==> src/rtl/core/cht_pkg.sv <==
// shared types and constants for the chained hash table
// no dependencies; used by chained_hash_table_insert_lookup
`default_nettype none

package cht_pkg;

   // default sizes of the table
   localparam int NUM_BUCKETS_DEF  = 8;
   localparam int BUCKET_DEPTH_DEF = 8;
   localparam int KEY_WIDTH_DEF    = 31;

   // fixed widths of the channel fields
   localparam int KEY_FIELD_W    = 31;
   localparam int INDEX_FIELD_W  = 3;

   // operation codes
   localparam logic KIND_INSERT = 1'b0;
   localparam logic KIND_LOOKUP = 1'b1;

   typedef struct packed {
      logic                   kind;
      logic [KEY_FIELD_W-1:0] key;
   } req_type;

   typedef struct packed {
      logic                     found;
      logic [INDEX_FIELD_W-1:0] bucket_index;
      logic [INDEX_FIELD_W-1:0] slot_index;
      logic                     bucket_full;
   } rsp_type;

endpackage

`default_nettype wire

==> src/rtl/core/cht_ram.sv <==
// generic single write port, single read port ram with registered read
// no dependencies
`default_nettype none

module cht_ram #(
   parameter int WIDTH = 8,
   parameter int DEPTH = 16
) (
   input  wire logic                     clock,
   input  wire logic                     wr_en,
   input  wire logic [$clog2(DEPTH)-1:0] wr_addr,
   input  wire logic [WIDTH-1:0]         wr_data,
   input  wire logic                     rd_en,
   input  wire logic [$clog2(DEPTH)-1:0] rd_addr,
   output logic      [WIDTH-1:0]         rd_data
);

   logic [WIDTH-1:0] mem_ff [DEPTH];
   logic [WIDTH-1:0] rd_data_ff;

   always_ff @(posedge clock) begin
      if (wr_en) begin
         mem_ff[wr_addr] <= wr_data;
      end
      if (rd_en) begin
         rd_data_ff <= mem_ff[rd_addr];
      end
   end

   assign rd_data = rd_data_ff;

endmodule

`default_nettype wire

==> src/rtl/core/chained_hash_table_insert_lookup.sv <==
// chained hash table: insert and lookup of keys in fixed-size buckets
// depends on cht_pkg and cht_ram
//
// usage
//   req channel carries one operation (insert or lookup) and a key; rsp channel
//   returns exactly one result per request, in order. both channels transfer
//   on a clock edge with valid high and stall low.
//   the bucket is key modulo NUM_BUCKETS. for a power-of-two bucket count it
//   is a bit select; otherwise a shared subtract unit reduces the key four
//   bits a cycle.
//   after the request transfer the fill count is read and checked, and the
//   result is then registered; an insert goes from fill read to fill check
//   to the result step, and back to idle once its result is registered.
//   a lookup compares one stored key per cycle through the key ram read
//   port, scanning at most BUCKET_DEPTH slots and stopping at the first
//   match or at the bucket's fill count; an empty bucket is not scanned.
//   one request is in flight at a time: req_stall is high from the request
//   transfer until its result sits in the output register.
//   a stalled result holds in the output register; the sequencer waits in
//   its result step until the register frees up.
//   synchronous reset empties every bucket at once through per-bucket valid
//   bits; stored keys are not cleared and are never read before written.
`default_nettype none

module chained_hash_table_insert_lookup #(
   parameter int NUM_BUCKETS  = cht_pkg::NUM_BUCKETS_DEF,
   parameter int BUCKET_DEPTH = cht_pkg::BUCKET_DEPTH_DEF,
   parameter int KEY_WIDTH    = cht_pkg::KEY_WIDTH_DEF
) (
   input  wire logic             clock,
   input  wire logic             reset,
   input  wire logic             req_valid,
   output logic                  req_stall,
   input  wire cht_pkg::req_type req_data,
   output logic                  rsp_valid,
   input  wire logic             rsp_stall,
   output cht_pkg::rsp_type      rsp_data
);

   localparam int KW    = (KEY_WIDTH < cht_pkg::KEY_FIELD_W) ? KEY_WIDTH
                                                             : cht_pkg::KEY_FIELD_W;
   localparam int BW    = $clog2(NUM_BUCKETS);
   localparam int SLW   = (BUCKET_DEPTH > 1) ? $clog2(BUCKET_DEPTH) : 1;
   localparam int FW    = $clog2(BUCKET_DEPTH + 1);
   localparam int ENTRIES = NUM_BUCKETS * BUCKET_DEPTH;
   localparam int AW    = $clog2(ENTRIES);
   localparam bit POW2  = (NUM_BUCKETS & (NUM_BUCKETS - 1)) == 0;
   localparam int DIGIT = 4;
   localparam int STEPS = (KW + DIGIT - 1) / DIGIT;
   localparam int PW    = STEPS * DIGIT;
   localparam int CW    = $clog2(STEPS + 1);
   localparam int IW    = cht_pkg::INDEX_FIELD_W;

   typedef enum logic [2:0] {
      ST_IDLE,
      ST_HASH,
      ST_FILL_RD,
      ST_FILL_CHK,
      ST_SCAN,
      ST_RESULT
   } state_type;

   state_type          state_ff, state_in;
   logic               kind_ff, kind_in;
   logic [KW-1:0]      key_ff, key_in;
   logic [PW-1:0]      shift_ff, shift_in;
   logic [CW-1:0]      step_ff, step_in;
   logic [BW-1:0]      bucket_ff, bucket_in;
   logic [AW-1:0]      base_ff, base_in;
   logic [FW-1:0]      fill_ff, fill_in;
   logic [SLW-1:0]     slot_ff, slot_in;
   logic               found_ff, found_in;
   logic               full_ff, full_in;
   logic [NUM_BUCKETS-1:0] fill_vld_ff, fill_vld_in;
   logic               rsp_valid_ff, rsp_valid_in;
   cht_pkg::rsp_type   rsp_data_ff, rsp_data_in;

   // ram ports
   logic               key_wr_en, key_rd_en;
   logic [AW-1:0]      key_wr_addr, key_rd_addr;
   logic [KW-1:0]      key_rd_data;
   logic               fill_wr_en, fill_rd_en;
   logic [FW-1:0]      fill_wr_data, fill_rd_data;

   logic [FW-1:0]      fill_cur;
   logic [BW:0]        rem_t;
   logic [BW+IW-1:0]   bucket_ext;
   logic [SLW+IW-1:0]  slot_ext;

   cht_ram #(
      .WIDTH (KW),
      .DEPTH (ENTRIES)
   ) u_key_ram (
      .clock   (clock),
      .wr_en   (key_wr_en),
      .wr_addr (key_wr_addr),
      .wr_data (key_ff),
      .rd_en   (key_rd_en),
      .rd_addr (key_rd_addr),
      .rd_data (key_rd_data)
   );

   cht_ram #(
      .WIDTH (FW),
      .DEPTH (NUM_BUCKETS)
   ) u_fill_ram (
      .clock   (clock),
      .wr_en   (fill_wr_en),
      .wr_addr (bucket_ff),
      .wr_data (fill_wr_data),
      .rd_en   (fill_rd_en),
      .rd_addr (bucket_ff),
      .rd_data (fill_rd_data)
   );

   // a bucket never written since reset counts as empty
   assign fill_cur   = fill_vld_ff[bucket_ff] ? fill_rd_data : '0;
   assign bucket_ext = {{IW{1'b0}}, bucket_ff};
   assign slot_ext   = {{IW{1'b0}}, slot_ff};

   always_comb begin
      state_in     = state_ff;
      kind_in      = kind_ff;
      key_in       = key_ff;
      shift_in     = shift_ff;
      step_in      = step_ff;
      bucket_in    = bucket_ff;
      base_in      = base_ff;
      fill_in      = fill_ff;
      slot_in      = slot_ff;
      found_in     = found_ff;
      full_in      = full_ff;
      fill_vld_in  = fill_vld_ff;
      rsp_data_in  = rsp_data_ff;
      rsp_valid_in = rsp_valid_ff && rsp_stall;
      key_wr_en    = 1'b0;
      key_wr_addr  = base_ff + AW'(fill_cur);
      key_rd_en    = 1'b0;
      key_rd_addr  = base_ff;
      fill_wr_en   = 1'b0;
      fill_wr_data = fill_cur + FW'(1);
      fill_rd_en   = 1'b0;
      rem_t        = {1'b0, bucket_ff};

      unique case (state_ff)
         ST_IDLE: begin
            if (req_valid) begin
               kind_in = req_data.kind;
               key_in  = req_data.key[KW-1:0];
               if (POW2) begin
                  bucket_in = req_data.key[BW-1:0];
                  state_in  = ST_FILL_RD;
               end else begin
                  bucket_in = '0;
                  shift_in  = PW'(req_data.key[KW-1:0]);
                  step_in   = '0;
                  state_in  = ST_HASH;
               end
            end
         end

         ST_HASH: begin
            // restoring remainder, one key bit per inner step, msb first
            for (int i = 0; i < DIGIT; i++) begin
               rem_t = {rem_t[BW-1:0], shift_ff[PW-1-i]};
               if (rem_t >= (BW+1)'(NUM_BUCKETS)) begin
                  rem_t = rem_t - (BW+1)'(NUM_BUCKETS);
               end
            end
            bucket_in = rem_t[BW-1:0];
            shift_in  = shift_ff << DIGIT;
            step_in   = step_ff + CW'(1);
            if (step_ff == CW'(STEPS - 1)) begin
               state_in = ST_FILL_RD;
            end
         end

         ST_FILL_RD: begin
            fill_rd_en = 1'b1;
            base_in    = AW'(bucket_ff * BUCKET_DEPTH);
            state_in   = ST_FILL_CHK;
         end

         ST_FILL_CHK: begin
            fill_in  = fill_cur;
            found_in = 1'b0;
            full_in  = 1'b0;
            slot_in  = '0;
            if (kind_ff == cht_pkg::KIND_INSERT) begin
               if (fill_cur < FW'(BUCKET_DEPTH)) begin
                  key_wr_en   = 1'b1;
                  fill_wr_en  = 1'b1;
                  fill_vld_in[bucket_ff] = 1'b1;
                  found_in    = 1'b1;
                  slot_in     = SLW'(fill_cur);
               end else begin
                  full_in = 1'b1;
               end
               state_in = ST_RESULT;
            end else if (fill_cur == '0) begin
               state_in = ST_RESULT;
            end else begin
               key_rd_en = 1'b1;
               state_in  = ST_SCAN;
            end
         end

         ST_SCAN: begin
            // read data belongs to slot_ff; next slot is fetched alongside
            if (key_rd_data == key_ff) begin
               found_in = 1'b1;
               state_in = ST_RESULT;
            end else if (FW'(slot_ff) + FW'(1) == fill_ff) begin
               slot_in  = '0;
               state_in = ST_RESULT;
            end else begin
               slot_in     = slot_ff + SLW'(1);
               key_rd_en   = 1'b1;
               key_rd_addr = base_ff + AW'(slot_ff) + AW'(1);
            end
         end

         ST_RESULT: begin
            if (!rsp_valid_ff || !rsp_stall) begin
               rsp_valid_in             = 1'b1;
               rsp_data_in.found        = found_ff;
               rsp_data_in.bucket_index = bucket_ext[IW-1:0];
               rsp_data_in.slot_index   = slot_ext[IW-1:0];
               rsp_data_in.bucket_full  = full_ff;
               state_in                 = ST_IDLE;
            end
         end

         default: begin
            state_in = ST_IDLE;
         end
      endcase
   end

   always_ff @(posedge clock) begin
      if (reset) begin
         state_ff     <= ST_IDLE;
         fill_vld_ff  <= '0;
         rsp_valid_ff <= 1'b0;
      end else begin
         state_ff     <= state_in;
         fill_vld_ff  <= fill_vld_in;
         rsp_valid_ff <= rsp_valid_in;
      end
      kind_ff     <= kind_in;
      key_ff      <= key_in;
      shift_ff    <= shift_in;
      step_ff     <= step_in;
      bucket_ff   <= bucket_in;
      base_ff     <= base_in;
      fill_ff     <= fill_in;
      slot_ff     <= slot_in;
      found_ff    <= found_in;
      full_ff     <= full_in;
      rsp_data_ff <= rsp_data_in;
   end

   assign req_stall = (state_ff != ST_IDLE);
   assign rsp_valid = rsp_valid_ff;
   assign rsp_data  = rsp_data_ff;

endmodule

`default_nettype wire
==> config.mk <==
export PLATFORM = sky130hd
export DESIGN_NAME = chained_hash_table_insert_lookup
export DESIGN_NICKNAME = d
export VERILOG_FILES = /design/src/rtl/core/cht_pkg.sv /design/src/rtl/core/cht_ram.sv /design/src/rtl/core/chained_hash_table_insert_lookup.sv
export SDC_FILE = /design/constraint.sdc
export NUM_CORES = 2
export LEC_CHECK = 0
export BUFFER_PORTS_ARGS = -buffer_cell sky130_fd_sc_hd__buf_2
export CAP_MARGIN = 10
export CORE_ASPECT_RATIO = 1.75
export CORE_UTILIZATION = 45
export DETAILED_ROUTE_END_ITERATION = 10
export PLACE_DENSITY = 0.57
export SKIP_CTS_REPAIR_TIMING = 1
export SLEW_MARGIN = 20
export SYNTH_ARGS = -nofsm -noshare
export SYNTH_HDL_FRONTEND = slang
export SYNTH_SLANG_ARGS = --single-unit
==> constraint.sdc <==
create_clock -name clock -period 6.5 [get_ports clock]
set_clock_uncertainty 0.05 [all_clocks]
set_input_delay 0.65 -clock clock [delete_from_list [all_inputs] [get_ports clock]]
set_output_delay 0.65 -clock clock [all_outputs]
set_load 0.02 [all_outputs]
==> flow_summary.toml <==
[sta]
max_freq_mhz = 181.3
finalHoldViolCount = 0
tns_ps = 0
whs_ps = 13.58
rsz0062_at_grt = "no"
slew-limit-headroom_pct = 19.68
drv_slew = 0
tightestPinTransition_ps = 1174
fin_crit_sh_pct = 84.84
min_period_ps = 5515
setup_viol_count_final = 0

[worst_hold_path]
hold_class = "in -> reg"
hold_depth = 1
hp-start = "req_data[0]"

[global_route]
grt_pass1_wl_um = 353600
grt_max_degree = 88
overflow = 0
grt_pass1_vias = 45653
antenna_found_initial = 23
grt_util_all_layers_pct = 28.16

[floorplanning]
die_x_um = 321.6
die_y_um = 561.2
ioPinCount = 46
rows = 204
die_area_sq_mm = 0.1805
start_util_pct = 45.46
core_area_sq_mm = 0.1769

[worst_setup_path]
regToRegStartpoint = "key_ff[15]"
crit_path_end_kind = "register"
max_stage_delay_ps = 870
cp_cell_sequence = "xor2_1 -> nor4_1 -> nand4_1 -> buf_4 -> o21ai_4 -> buf_4 -> buf_4 -> o22ai_1 -> nor4_1 -> a211oi_1 -> or4_1"
crit_type = "reg -> reg"
crit_buf_inv = 3
slowest_stage = "o21ai_4"
ff2ff_path_depth = 11
worstPathRequired_ps = 7000
cp_top_family = "simple AND/OR/NAND/NOR gates"
crit_arrival_ps = 6010
cp_max_fo = 19
cpMostUsedCell = "buf_4"
startpoint_type = "register"
worstSetupStartpoint = "key_ff[15]"
worst-path-stages = 11

[cells_and_area]
drive_gt1_share_pct = 14.07
syn2layout_area_growth_pct = 14.02
final_nets = 5123
fillers = 14314

[power]
p_leak_nw = 30.38
powerDensity_mw_per_mm2 = 380.5
ir_drop_uv = 396.2
power_mw = 34.89

[cts]
insertion_delay_ps = 820
cts_root_buffer = "clkbuf_16"
cts.htree.levels = 4
cts_made_buffers = 181
path_clk_slew_ps = 70
clk_path_buf_depth = 4
cts_sinks = 2122
cts_tree = "done"

[synth]
ys_seq_area_share_pct = 79.09
yosys.area.top_type = "edfxtp_1"
async_flop_share_pct = 0
synth_area_per_cell_sq_um = 16.66
netlist_instances = 4828
synth_top_area_share_pct = 78.79
postSynthNetCount = 4870
yosysMostFrequentCell = "edfxtp_1"
yosysWarningCount = 0
ys.flop_type = "edfxtp_1"
synth_cell_types = 64
synth-seq-cells = 2122
syn_area_sq_mm = 0.08042
synthTopCellsByArea = "edfxtp_1 (79%), mux2i_1 (4.3%), nand2_1 (2.4%), a21oi_1 (2.2%), a222oi_1 (1.1%)"
synth-edff-count = 2110
yosys-top-cells-count = "edfxtp_1 (2,110), nand2_1 (519), mux2i_1 (349)"

[drt]
antenna_left = 0
first_pass_iters = 9
wl_per_cell_um = 33.92
vias_per_cell = 6.225
drt-initial-drc-count = 6402
drc = 0
num_vias = 47276
drt_wl_total_um = 257600

[placed_design]
place_congestion = 0.9297
port_buffers = 45
place_hpwl_um = 157000

[outcome]
status = "complete, no violations"

[run]
cap_viol_max_count = 0
-- worst reg2reg max path, stage by stage, from the launching register on --
cell and delay, ps:
edfxtp_1 550, xor2_1 230, nor4_1 660, nand4_1 230, buf_4 270, o21ai_4 880, buf_4 490, buf_4 320
o22ai_1 120, nor4_1 570, a211oi_1 270, or4_1 600
-- registers in the layout, summed over array words and instances, names as in the netlist, 3 cells and up --
register and count:
rsp_data 8, state_ff 3, u_fill_ram.mem_ff 32, u_key_ram.mem_ff 1984
key_ff 31, u_key_ram.rd_data 31, slot_ff 3, u_fill_ram.rd_data 4
base_ff 3, bucket_ff 3, fill_vld_ff 8, fill_ff 4
step_ff 4
-- layout by cell type (no fill, tap or decap), types with 66 or more instances in the layout --
master / n
a222oi_1: 92
o22ai_1: 125
nand2_1: 519
mux2i_1: 349
nor4_1: 129
nor2_1: 127
buf_4: 273
a22o_1: 92
a211oi_1: 92
nor2_4: 66
a21oi_1: 346
edfxtp_1: 2110
a221oi_1: 67
clkbuf_16: 183
-- area by class of cell --
cell class                      count  area [sq um]  area share [%]
Antenna cell                       15         37.54         0.04093
Multi-Input combinational cell   2390         16400           17.89
Clock inverter                     95         790.8          0.8624
Sequential cell                  2122         63600           69.36
Tap cell                         2369          2964           3.232
Inverter                           13         48.80         0.05322
Timing Repair Buffer              373          3141           3.425
Clock buffer                      218          4711           5.137
-- cell families after synthesis --
kind of cell             synth area share [%]
AND/OR/NAND/NOR                         5.357
XOR/XNOR                               0.4652
AO/OA/AOI/OAI                           8.980
multiplexers                            4.442
flip-flops                              79.09
buffers and inverters                   1.575
adder cells (fa/ha/maj)               0.09335
-- report_power, final --
group / internal, mW / total (mW) / switching [mW]
logic: 2.14 / 7.93 / 5.79
registers: 16.2 / 16.5 / 0.296
clock network: 5.67 / 10.5 / 4.80
total: 24.0 / 34.9 / 10.9
-- path summary, 6_finish.rpt --
| check | endpoint | slack, ps |
|---|---|---|
| worst min-delay path | key_ff[0] | 10 |
| worst max-delay path | u_key_ram.rd_data[28] | 990 |
| worst min register to register | fill_vld_ff[2] | 420 |
| worst max register to register | u_key_ram.rd_data[28] | 990 |
-- stage by stage --
stage / instances / util, % / instance area (sq um) / setup slack (ps)
after detailed placement: 7241 / 48.54 / 85870 / 1063
final: 7595 / 51.84 / 91700 / 985.2
after floorplan: 4828 / - / 80420 / 1987
after global routing: 7587 / 51.83 / 91680 / 1016
after global placement: 7240 / 48.51 / 85800 / 833.2
after CTS: 7554 / 51.65 / 91370 / 1035
-- routing by layer --
layer | vias to the layer above | GRT usage (%) | routed length [um]
met5 | - | 0 | 56
met1 | 24405 | 33.20 | 89220
met2 | 2483 | 48.42 | 130400
met4 | 8 | 17.99 | 18900
met3 | 556 | 3.674 | 19040
li1 | 19824 | - | -
No activity file was read; power rests on OpenSTA's default activity.
